File: config.mk
export PLATFORM = sky130hd
export DESIGN_NAME = first_fit_block_allocator_core
export DESIGN_NICKNAME = d
export VERILOG_FILES = /design/src/sv/ffba_pkg.sv /design/src/sv/ffba_cell.sv /design/src/sv/ffba_ftab.sv /design/src/sv/first_fit_block_allocator_core.sv
export SDC_FILE = /design/constraint.sdc
export NUM_CORES = 2
export LEC_CHECK = 0
export ABC_AREA = 1
export BUFFER_PORTS_ARGS = -buffer_cell sky130_fd_sc_hd__buf_4
export CORE_UTILIZATION = 35
export DETAILED_ROUTE_END_ITERATION = 6
export HOLD_SLACK_MARGIN = 0.05
export PLACE_DENSITY = 0.5
export SLEW_MARGIN = 20
export SYNTH_ARGS = -nofsm -noshare
export SYNTH_HDL_FRONTEND = slang
export SYNTH_HIERARCHICAL = 1
export SYNTH_SLANG_ARGS = --single-unit
File: constraint.sdc
create_clock -name clk -period 13.7 [get_ports clk]
set_input_delay 1.37 -clock clk [delete_from_list [all_inputs] [get_ports clk]]
set_output_delay 1.37 -clock clk [all_outputs]
set_load 0.02 [all_outputs]
File: src/sv/ffba_pkg.sv
`timescale 1ns / 1ps
// Package for the first-fit block allocator: sizes, item types and codes.
// It depends on nothing; every module of the allocator imports it.
package ffba_pkg;

	localparam int NUM_BLOCKS = 256;
	localparam int NUM_FILES  = 64;
	localparam int NUM_PIDS   = 64;

	localparam int BLK_W = $clog2(NUM_BLOCKS);
	localparam int FID_W = $clog2(NUM_FILES);
	localparam int CNT_W = 9;
	localparam int CFG_W = 64;

	// Register indexes of the configuration port.
	localparam logic [1:0] REG_VALID_PID    = 2'd0;
	localparam logic [1:0] REG_REALTIME_PID = 2'd1;

	// Operation codes.
	localparam logic [1:0] OP_CREATE  = 2'd0;
	localparam logic [1:0] OP_DELETE  = 2'd1;
	localparam logic [1:0] OP_PRELOAD = 2'd2;
	localparam logic [1:0] OP_READ    = 2'd3;

	// Result status codes.
	localparam logic [2:0] ST_OK        = 3'd0;
	localparam logic [2:0] ST_NO_PROC   = 3'd1;
	localparam logic [2:0] ST_NO_SPACE  = 3'd2;
	localparam logic [2:0] ST_MISSING   = 3'd3;
	localparam logic [2:0] ST_NOT_OWNER = 3'd4;
	localparam logic [2:0] ST_RANGE     = 3'd5;

	// One map entry: used flag and the tag of the file occupying the block.
	typedef struct packed {
		logic       used;
		logic [5:0] fid;
	} map_t;

	// Owner record: bit 6 marks a file without owner (preloaded).
	typedef struct packed {
		logic       none;
		logic [5:0] pid;
	} owner_t;

	typedef struct packed {
		logic [1:0] opcode;
		logic [5:0] pid;
		logic [5:0] file_id;
		logic [7:0] start_block;
		logic [8:0] block_count;
	} req_t;

	typedef struct packed {
		logic [2:0] status;
		logic [7:0] alloc_start;
		logic [8:0] alloc_count;
		logic       block_used;
		logic [5:0] block_file;
	} rsp_t;

	// File table access from the controller.
	typedef struct packed {
		logic             rd_en;
		logic [FID_W-1:0] rd_addr;
		logic             wr_en;
		logic [FID_W-1:0] wr_addr;
		logic             wr_valid;
		owner_t           wr_owner;
	} ftab_ctl_t;

	typedef struct packed {
		logic   valid;
		owner_t owner;
	} ftab_rd_t;

endpackage

File: src/sv/ffba_cell.sv
`timescale 1ns / 1ps
// One cell of the block map ring: holds a single map entry.
// Depends on ffba_pkg for the entry type.
module ffba_cell import ffba_pkg::*; (
	input  logic clk,
	input  logic arst_n,
	input  logic shift,
	input  map_t din,
	output map_t dout
);

	map_t entry_q;

	// The entry moves one place along the ring on every shift.
	always_ff @(posedge clk or negedge arst_n) begin
		if (!arst_n) begin
			entry_q <= '0;
		end else if (shift) begin
			entry_q <= din;
		end
	end

	assign dout = entry_q;

endmodule

File: src/sv/ffba_ftab.sv
`timescale 1ns / 1ps
// File table: valid bits in flip-flops and an owner memory with registered read.
// Depends on ffba_pkg for the table access types.
module ffba_ftab import ffba_pkg::*; (
	input  logic      clk,
	input  logic      arst_n,
	input  ftab_ctl_t ctl,
	output ftab_rd_t  rd
);

	logic [NUM_FILES-1:0] valid_q;
	owner_t               owner_mem [NUM_FILES];
	logic                 rd_valid_q;
	owner_t               rd_owner_q;

	// Valid bits are cleared at reset, so no record reads as present.
	always_ff @(posedge clk or negedge arst_n) begin
		if (!arst_n) begin
			valid_q <= '0;
		end else if (ctl.wr_en) begin
			valid_q[ctl.wr_addr] <= ctl.wr_valid;
		end
	end

	// Owner memory: one write and one registered read each cycle.
	always_ff @(posedge clk) begin
		if (ctl.wr_en) begin
			owner_mem[ctl.wr_addr] <= ctl.wr_owner;
		end
		if (ctl.rd_en) begin
			rd_owner_q <= owner_mem[ctl.rd_addr];
			rd_valid_q <= valid_q[ctl.rd_addr];
		end
	end

	assign rd.valid = rd_valid_q;
	assign rd.owner = rd_owner_q;

endmodule

File: src/sv/first_fit_block_allocator_core.sv
`timescale 1ns / 1ps
// First-fit block allocator. One item at a time: accepted only when idle.
// Read, delete and preload make one turn of the map ring; create makes a search
// turn, then a tagging turn if a run was found, and rejected requests skip the
// ring. In the search and tagging turns the ring shifts one block per cycle.
// Reset (arst_n low) frees every block, clears all file records and masks.
module first_fit_block_allocator_core import ffba_pkg::*; (
	input  logic             clk,
	input  logic             arst_n,
	input  logic             req_valid,
	output logic             req_ready,
	input  req_t             req,
	output logic             rsp_valid,
	input  logic             rsp_ready,
	output rsp_t             rsp,
	input  logic             cfg_we,
	input  logic [1:0]       cfg_idx,
	input  logic [CFG_W-1:0] cfg_wdata
);

	typedef enum logic [4:0] {
		S_IDLE  = 5'b00001,
		S_CHECK = 5'b00010,
		S_FIND  = 5'b00100,
		S_WRITE = 5'b01000,
		S_DONE  = 5'b10000
	} state_t;

	state_t             state_q;
	logic [CFG_W-1:0]   valid_mask_q;
	logic [CFG_W-1:0]   rt_mask_q;
	req_t               item_q;
	rsp_t               res_q;
	rsp_t               rsp_q;
	logic               rsp_valid_q;
	logic [BLK_W-1:0]   pos_q;
	logic [CNT_W-1:0]   run_q;
	logic [BLK_W-1:0]   start_q;
	logic               found_q;
	logic               shift;
	logic               pass_end;
	map_t               ring [NUM_BLOCKS];
	map_t               head_new;
	logic               in_range;
	logic [CNT_W:0]     range_end;
	logic               pid_ok;
	logic               pid_rt;
	logic               fid_ok;
	logic               preload_fits;
	ftab_ctl_t          ft_ctl;
	ftab_rd_t           ft_rd;

	// Configuration registers.
	always_ff @(posedge clk or negedge arst_n) begin
		if (!arst_n) begin
			valid_mask_q <= '0;
			rt_mask_q    <= '0;
		end else if (cfg_we) begin
			case (cfg_idx)
				REG_VALID_PID:    valid_mask_q <= cfg_wdata;
				REG_REALTIME_PID: rt_mask_q    <= cfg_wdata;
				default:          ;
			endcase
		end
	end

	// Block map ring: cell 0 is the head, the modified head re-enters at the tail.
	assign shift = (state_q == S_FIND) || (state_q == S_WRITE);

	for (genvar j = 0; j < NUM_BLOCKS; j++) begin : g_cell
		map_t din;
		if (j == NUM_BLOCKS - 1) begin : g_tail
			assign din = head_new;
		end else begin : g_mid
			assign din = ring[j+1];
		end
		ffba_cell u_cell (
			.clk    (clk),
			.arst_n (arst_n),
			.shift  (shift),
			.din    (din),
			.dout   (ring[j])
		);
	end

	// Request checks on the held item.
	assign pid_ok = ({1'b0, item_q.pid} < 7'(NUM_PIDS)) && valid_mask_q[item_q.pid];
	assign pid_rt = ({1'b0, item_q.pid} < 7'(NUM_PIDS)) && rt_mask_q[item_q.pid];
	assign fid_ok = {1'b0, item_q.file_id} < 7'(NUM_FILES);
	assign preload_fits = ({2'b00, item_q.start_block} + {1'b0, item_q.block_count})
		<= 11'(NUM_BLOCKS);

	// Range of blocks being tagged in the write turn.
	assign range_end = {2'b00, start_q} + {1'b0, item_q.block_count};
	assign in_range  = (pos_q >= start_q) && ({2'b00, pos_q} < range_end);
	assign pass_end  = pos_q == BLK_W'(NUM_BLOCKS - 1);

	// New value of the head entry as it goes round.
	always_comb begin
		head_new = ring[0];
		if (state_q == S_WRITE) begin
			case (item_q.opcode)
				OP_CREATE, OP_PRELOAD: begin
					if (in_range) begin
						head_new.used = 1'b1;
						head_new.fid  = item_q.file_id;
					end
				end
				OP_DELETE: begin
					if (ring[0].used && ring[0].fid == item_q.file_id) begin
						head_new = '0;
					end
				end
				default: ;
			endcase
		end
	end

	// File table access: read at acceptance, update at the end of a write turn.
	always_comb begin
		ft_ctl          = '0;
		ft_ctl.rd_en    = req_valid && req_ready;
		ft_ctl.rd_addr  = req.file_id[FID_W-1:0];
		ft_ctl.wr_addr  = item_q.file_id[FID_W-1:0];
		ft_ctl.wr_valid = item_q.opcode != OP_DELETE;
		ft_ctl.wr_owner.none = item_q.opcode == OP_PRELOAD;
		ft_ctl.wr_owner.pid  = item_q.pid;
		ft_ctl.wr_en    = (state_q == S_WRITE) && pass_end && (item_q.opcode != OP_READ);
	end

	ffba_ftab u_ftab (
		.clk    (clk),
		.arst_n (arst_n),
		.ctl    (ft_ctl),
		.rd     (ft_rd)
	);

	// Sequencer.
	always_ff @(posedge clk or negedge arst_n) begin
		if (!arst_n) begin
			state_q <= S_IDLE;
			pos_q   <= '0;
			run_q   <= '0;
			found_q <= 1'b0;
		end else begin
			case (state_q)
				S_IDLE: begin
					if (req_valid) begin
						state_q <= S_CHECK;
					end
				end
				S_CHECK: begin
					pos_q   <= '0;
					run_q   <= '0;
					found_q <= 1'b0;
					state_q <= S_WRITE;
					case (item_q.opcode)
						OP_CREATE: begin
							if (!pid_ok || !fid_ok || item_q.block_count == '0) begin
								state_q <= S_DONE;
							end else begin
								state_q <= S_FIND;
							end
						end
						OP_DELETE: begin
							if (!pid_ok || !fid_ok || !ft_rd.valid ||
							    (!pid_rt && (ft_rd.owner != {1'b0, item_q.pid}))) begin
								state_q <= S_DONE;
							end
						end
						OP_PRELOAD: begin
							if (!fid_ok || !preload_fits) begin
								state_q <= S_DONE;
							end
						end
						default: ;
					endcase
				end
				S_FIND: begin
					pos_q <= pos_q + 1'b1;
					if (ring[0].used) begin
						run_q <= '0;
					end else begin
						run_q <= run_q + 1'b1;
						if (!found_q && (run_q + 1'b1 == item_q.block_count)) begin
							found_q <= 1'b1;
						end
					end
					if (pass_end) begin
						pos_q <= '0;
						if (found_q || (!ring[0].used &&
						    (run_q + 1'b1 == item_q.block_count))) begin
							state_q <= S_WRITE;
						end else begin
							state_q <= S_DONE;
						end
					end
				end
				S_WRITE: begin
					pos_q <= pos_q + 1'b1;
					if (pass_end) begin
						pos_q   <= '0;
						state_q <= S_DONE;
					end
				end
				S_DONE: begin
					if (!rsp_valid_q || rsp_ready) begin
						state_q <= S_IDLE;
					end
				end
				default: state_q <= S_IDLE;
			endcase
		end
	end

	// Item hold, run start and result fields.
	always_ff @(posedge clk) begin
		if (req_valid && req_ready) begin
			item_q <= req;
		end
		case (state_q)
			S_CHECK: begin
				res_q   <= '0;
				start_q <= item_q.start_block;
				case (item_q.opcode)
					OP_CREATE: begin
						if (!pid_ok) begin
							res_q.status <= ST_NO_PROC;
						end else if (!fid_ok) begin
							res_q.status <= ST_RANGE;
						end else if (item_q.block_count == '0) begin
							res_q.status <= ST_NO_SPACE;
						end
					end
					OP_DELETE: begin
						if (!pid_ok) begin
							res_q.status <= ST_NO_PROC;
						end else if (!fid_ok || !ft_rd.valid) begin
							res_q.status <= ST_MISSING;
						end else if (!pid_rt && (ft_rd.owner != {1'b0, item_q.pid})) begin
							res_q.status <= ST_NOT_OWNER;
						end
					end
					OP_PRELOAD: begin
						if (!fid_ok || !preload_fits) begin
							res_q.status <= ST_RANGE;
						end
					end
					default: ;
				endcase
			end
			S_FIND: begin
				if (!ring[0].used && !found_q && run_q == '0) begin
					start_q <= pos_q;
				end
				if (pass_end) begin
					if (found_q || (!ring[0].used &&
					    (run_q + 1'b1 == item_q.block_count))) begin
						res_q.alloc_count <= item_q.block_count;
					end else begin
						res_q.status <= ST_NO_SPACE;
					end
				end
			end
			S_WRITE: begin
				if (item_q.opcode == OP_CREATE) begin
					res_q.alloc_start <= start_q;
				end
				if (item_q.opcode == OP_READ && pos_q == item_q.start_block &&
				    ring[0].used) begin
					res_q.block_used <= 1'b1;
					res_q.block_file <= ring[0].fid;
				end
			end
			default: ;
		endcase
	end

	// Output register: a finished result waits here for the consumer.
	always_ff @(posedge clk or negedge arst_n) begin
		if (!arst_n) begin
			rsp_valid_q <= 1'b0;
		end else if (state_q == S_DONE && (!rsp_valid_q || rsp_ready)) begin
			rsp_valid_q <= 1'b1;
		end else if (rsp_ready) begin
			rsp_valid_q <= 1'b0;
		end
	end

	always_ff @(posedge clk) begin
		if (state_q == S_DONE && (!rsp_valid_q || rsp_ready)) begin
			rsp_q <= res_q;
		end
	end

	assign req_ready = state_q == S_IDLE;
	assign rsp_valid = rsp_valid_q;
	assign rsp       = rsp_q;

endmodule

Word level (Yosys, flattened, before mapping)
Memory sizes are Yosys's and may differ from the RTL's. A register that Yosys moved wholly into a read port is not among the register bits.
Cells that the tools add are included.

storage, ports and cells
  register bits = 2102
  latch bits = 0
  bits in writable memories = 448
  ROM bits = 0
  output and inout bits = 29
  word-level logic and storage cells = 674
  memories kept = 1

cells by class
  add/sub/neg operators = 4
  multipliers = 0
  div/mod/pow operators = 0
  $lt $le $gt $ge = 7
  equal/unequal tests = 27
  shifts and indexed selects = 0
  muxes and demuxes = 53
  bitwise operators = 0
  reductions and logical operators = 45

memory list
  memory            words  width  read ports  clocked after Yosys merged registers in  wr ports  line             text
  u_ftab.owner_mem  64     7      1           1                                        1         ffba_ftab.sv:12  owner_t owner_mem [NUM_FILES];

operators with widths
  kind                                                                          number
  64-bit bitwise mux                                                            1
  8-bit one-hot mux with 2 select lines                                         3
  5-bit 2-to-1 mux                                                              8
  9-bit one-hot mux with 2 select lines                                         2
  7-bit 2-to-1 mux                                                              4
  7-bit one-hot mux with 2 select lines                                         2
  9-bit 2-to-1 mux                                                              3
  5-bit one-hot mux with 5 select lines                                         1
  8-bit 2-to-1 mux                                                              3
  6-bit by 7-bit less-than comparator with 1-bit output, second input constant  3
  8-bit by 9-bit adder with 10-bit output                                       2
  1-bit binary-select mux with 6-bit select                                     3
  9-bit zero test                                                               2
  3-bit 2-to-1 mux                                                              6
  5-bit one-hot mux with 3 select lines                                         1
  1-bit logical AND                                                             14
  2-bit by 1-bit inequality test with 1-bit output, second input constant       7
  2-bit inequality test, second input constant                                  6
  10-bit by 9-bit <= comparator with 1-bit output, second input constant        1
  8-bit by 10-bit less-than comparator with 1-bit output                        1
  1-bit 2-to-1 mux                                                              10
  2-bit AND reduction                                                           5
  9-bit by 1-bit adder with 9-bit output, second input constant                 1
  9-bit == test                                                                 1
  26 further kinds                                                              46

Longest topological paths before layout
  depth after elaboration = 9
  depth in mapped cells = 22
  gate-level depth less buffers = 22

By module
The synthesis kept the hierarchy.

by module, submodules not included
  module                          instances  cells an instance  area an instance (um2)  seq. area each (um2)
  ffba_cell                       256        30                 269.0                   175.2
  ffba_ftab                       1          1975               21622.0                 15294.7
  first_fit_block_allocator_core  1          1434               12274.3                 6597.6

Worst setup path after synthesis
OpenSTA, ideal clock, no wires.

  path type = flip-flop to flip-flop
  from = register state_q[1]
  to = register g_cell[0].u_cell.entry_q, in the netlist g_cell[0].u_cell/dout[6]
  arrival = 9.004 ns
  slack = 4.579 ns
  stages on the path, launching flop included = 11
  period minus slack after synthesis = 9.121 ns
  path through = dfrtp_1 -> nor2_1 -> nand2_1 -> nor3_1 -> clkbuf_1 -> nor2_1 -> inv_1 -> buf_6 -> inv_2 -> nand2_1 -> nand2_1

on the way
  word-level cells in the longest chain between the ends = 2
  elaborated cells between the ends (all ways) = 3

RTL lines
  element                                                                                                      line                                   text
  from (decl)                                                                                                  first_fit_block_allocator_core.sv:29   state_t state_q;
  from (signal assigned)                                                                                       first_fit_block_allocator_core.sv:141  state_q <= S_IDLE;
  from (signal assigned)                                                                                       first_fit_block_allocator_core.sv:149  state_q <= S_CHECK;
  from (signal assigned)                                                                                       first_fit_block_allocator_core.sv:156  state_q <= S_WRITE;
  5-bit by 3-bit == test with 1-bit output / 5-bit by 4-bit == test with 1-bit output (equally long branches)  first_fit_block_allocator_core.sv:68   assign shift = (state_q == S_FIND) || (state_q == S_WRITE);
  1-bit logical OR (*)                                                                                         first_fit_block_allocator_core.sv:68
  via shift                                                                                                    first_fit_block_allocator_core.sv:40   logic shift;
  to (signal assigned)                                                                                         ffba_cell.sv:19                        entry_q <= din;
  to (decl)                                                                                                    ffba_cell.sv:12                        map_t entry_q;

The timed path passes the listed nets; every way through them passes the cells marked *.
A chain may end at the register's enable or synchronous reset.

Worst setup path after layout
  from = register state_q[1]
  to = register g_cell[114].u_cell.entry_q, in the netlist g_cell[114].u_cell/dout[5]

on the way
  word-level cells in the longest chain between the ends = 2
  elaborated cells between the ends (all ways) = 3

RTL lines
  element                                                                                                      line
  5-bit by 3-bit == test with 1-bit output / 5-bit by 4-bit == test with 1-bit output (equally long branches)  first_fit_block_allocator_core.sv:68
  1-bit logical OR (*)                                                                                         first_fit_block_allocator_core.sv:68
  via shift                                                                                                    first_fit_block_allocator_core.sv:40
  to (signal assigned)                                                                                         ffba_cell.sv:19
  to (decl)                                                                                                    ffba_cell.sv:12

Marks and branches as above.

==> results.ini <==
[logic_synthesis]
synthAdderAreaFrac = 0.00453
synth_top_area_share = 0.489
ys_ff_latch = 2557
ys_seq_area_frac = 0.649
synth_largest_area_cell = dfrtp_1
yosys_warnings = 6
async_flop_share = 0.785
syn_area_um2 = 103000
synthMuxAreaShare = 0
postSynthCellCount = 11100
synth_xor_area_frac = 0.00264
synth_cell_type_count = 47
synthSimpleGateAreaFrac = 0.276
synth_fp_nets = 11200
synth_compound_area_frac = 0.0143
yosys-top-cells-area = dfrtp_1, nand2_1, edfxtp_1, nand3_1, buf_6
synth_top_family_by_area = simple AND/OR/NAND/NOR gates
synth_edf_count = 549
avgSynthCellArea_um2 = 9.27
ys.flop_type = dfrtp_1

[route]
wire_per_inst_um = 15.1
routed_wl_um = 231000
drt_iter0_markers = 5426
ant_nets = 0
vias = 69900
drcViolationCount = 0
first_pass_iters = 6
vias_per_cell = 4.57

[floorplanning]
initial_core_util = 0.352
dieArea_um2 = 296000
coreArea_um2 = 292000
rows = 198
die_h_um = 544
die_x_um = 544
boundaryPins = 131

[setup_path]
worst-setup-path-type = flip-flop to flip-flop
timing.rr.start = state_q[1]
regToRegSetupSlack_ns = 8.58
crit_fanout = 185
rr_worst_depth = 12
arrival_ns = 5.87
setup.worst_path.start = state_q[1]
crit_path_end = g_cell[114].u_cell/dout[5]
r2r-end = g_cell[114].u_cell/dout[5]
crit_required_ns = 14.45
start_kind = flip-flop
cp-end-kind = flip-flop

[global_route]
grt_overflow = 0
grt_antenna_before_repair = 2
grt_pass1_wl_um = 383000
grt_usage = 0.158
grt_pass1_vias = 72000
grt_max_degree = 259

[place]
place_congestion = 0.795
place_hpwl_um = 142000
port_buffers = 130
dp_cells = 14800
post-place-ws_ns = 8.73

[layout]
nFillCells = 29200
finalNetCount = 11300
drive_gt1_frac = 0.0836
fin_cells = 15300
area_growth_pct = 12.2
ff_latch_area_um2 = 66700
multi_input_area_um2 = 30600

[clock_network]
cts_sinks = 2557
cts-buffers-inserted = 290
cts.path.max_buffers = 4
hold_buffers = 0
post_cts_buffers = 0
clk_pin_slew_ns = 0.06
cts_tree = built
cts_resized = 0
htree_levels = 5
cts-root-buf = clkbuf_16
clock_latency_ns = 0.89

[status]
status = complete, no violations

[sta]
rsz0062_at_grt = false
finalSetupViolCount = 0
period_minus_slack_ns = 5.12
tns_ns = 0
worst_slew_pin_slew_ns = 1.20
skew_ns = 0.0448
slew_viol_final = 0
hold_viol = 0
relSlewSlack = 0.201
clock.fmax_ghz = 0.195
setup_ws_ns = 8.58
post-route-period-util = 0.374

[power_and_ir_drop]
leakage_nw = 59.4
power_density_nw_per_um2 = 162
peakVddDrop_uv = 158

[run]
cap_violations = 0

[hold_path]
hold_path_class = flip-flop to flip-flop
holdPathStages = 0

report_power, final:
group	switching [mW]	internal (mW)	leakage, nW
sequential	0.185	8.20	32.8
clock	3.14	4.61	4.71
combinational	1.98	0.535	21.8
total	5.30	13.3	59.4
sequential cells by signal, indices dropped and copies added, names as in the netlist, 9 cells and up:
register and flops:
u_ftab/valid_q 64, rt_mask_q 64, g_cell.u_cell/dout 1792, run_q 9, ft_ctl 12, rsp 27
item_q 19, valid_mask_q 64, res_q 27, u_ftab/owner_mem 448
worst min-delay path by stage:
| stage | start | endpoint | slack [ns] |
|---|---|---|---|
| floorplan | res_q[0] | rsp[0] | 0.40 |
| global placement | res_q[8] | rsp[8] | 0.41 |
| detailed placement | res_q[22] | rsp[22] | 0.40 |
| CTS | res_q[4] | rsp[4] | 0.40 |
| global route | res_q[4] | rsp[4] | 0.42 |
| finish | res_q[4] | rsp[4] | 0.41 |
area by class of cell:
type                    count  share of cell area
flip-flops and latches   2557               0.579
multi-input cells        7633               0.266
clock buffers             415              0.0726
well taps                3900              0.0423
inverters                 468              0.0154
repair buffers            198              0.0150
clock inverters           109              0.0105
diodes                      3           0.0000651
per-layer routing:
layer  routed length (um)  track usage  up-vias
li1                     -            -    34600
met1               108000        0.214    33900
met2               107000        0.259     1011
met3                 8580       0.0218      396
met4                 7480       0.0541        2
met5                   17            0        -
synth_stat cells (all sizes together), types with 4 or more instances:
cell type     n
a21oi        66
buf         369
clkbuf       62
dfrtp      2007
edfxtp      549
ha           34
inv         466
nand2      6489
nand3       590
nand3b        5
nand4        18
nor2        153
nor3         26
nor4          7
o21ai       179
o21bai        4
o22ai        15
xnor2         5
xor2         26
cell usage in the layout, fill, tap and decap left out, types with 5 or more instances in the layout:
| cell | Yosys | layout |
|---|---|---|
| nand4_1 | 17 | 17 |
| edfxtp_1 | 549 | 549 |
| nand2_1 | 6484 | 6483 |
| clkinv_8 | 0 | 6 |
| nor2_1 | 141 | 138 |
| nor3_2 | 7 | 7 |
| clkinv_1 | 2 | 15 |
| clkbuf_8 | 0 | 48 |
| dfrtp_1 | 2007 | 2007 |
| clkbuf_1 | 62 | 70 |
| bufinv_16 | 0 | 18 |
| clkbuf_16 | 0 | 298 |
| buf_4 | 22 | 177 |
| ha_1 | 34 | 34 |
| nand2_2 | 5 | 5 |
| o22ai_1 | 15 | 15 |
| clkinv_2 | 0 | 47 |
| inv_6 | 0 | 11 |
| nor2_2 | 12 | 12 |
| buf_12 | 0 | 13 |
| nand3b_1 | 5 | 5 |
| o21ai_0 | 175 | 175 |
| a21oi_1 | 66 | 66 |
| clkinvlp_4 | 0 | 7 |
| nand3_1 | 588 | 588 |
| inv_16 | 0 | 5 |
| inv_1 | 197 | 194 |
| inv_2 | 269 | 269 |
| xnor2_1 | 5 | 5 |
| nor3_1 | 18 | 18 |
| xor2_1 | 26 | 26 |
critical path: stages (launching register included):
cell	delay, ns
dfrtp_1	0.39
nor2_1	0.16
nand2_1	0.10
nor3_2	0.34
nor2_1	0.26
inv_8	0.46
buf_4	0.74
buf_12	0.39
buf_16	0.49
buf_4	0.82
inv_2	0.17
nand2_1	0.12
nand2_1	0.05
cells by family after synthesis:
kind of cell,count (synthesis)
buffers and inverters,899
xor gates and xnor gates,31
adders and majority gates,36
DFF,2557
and+or+nand+nor,7288
AOI/OAI and AO/OA,278
through the flow:
step            util  area [um^2]  hold slack [ns]  power (mW)
6_report       0.395       115000            0.409        18.7
5_1_grt        0.395       115000            0.422        19.5
4_1_cts        0.395       115000            0.402        19.0
3_5_place_dp   0.362       106000            0.405        11.1
3_3_place_gp   0.362       106000            0.411        11.0
2_1_floorplan      -       103000            0.400        10.4
Power figures use the tool's default switching activity.
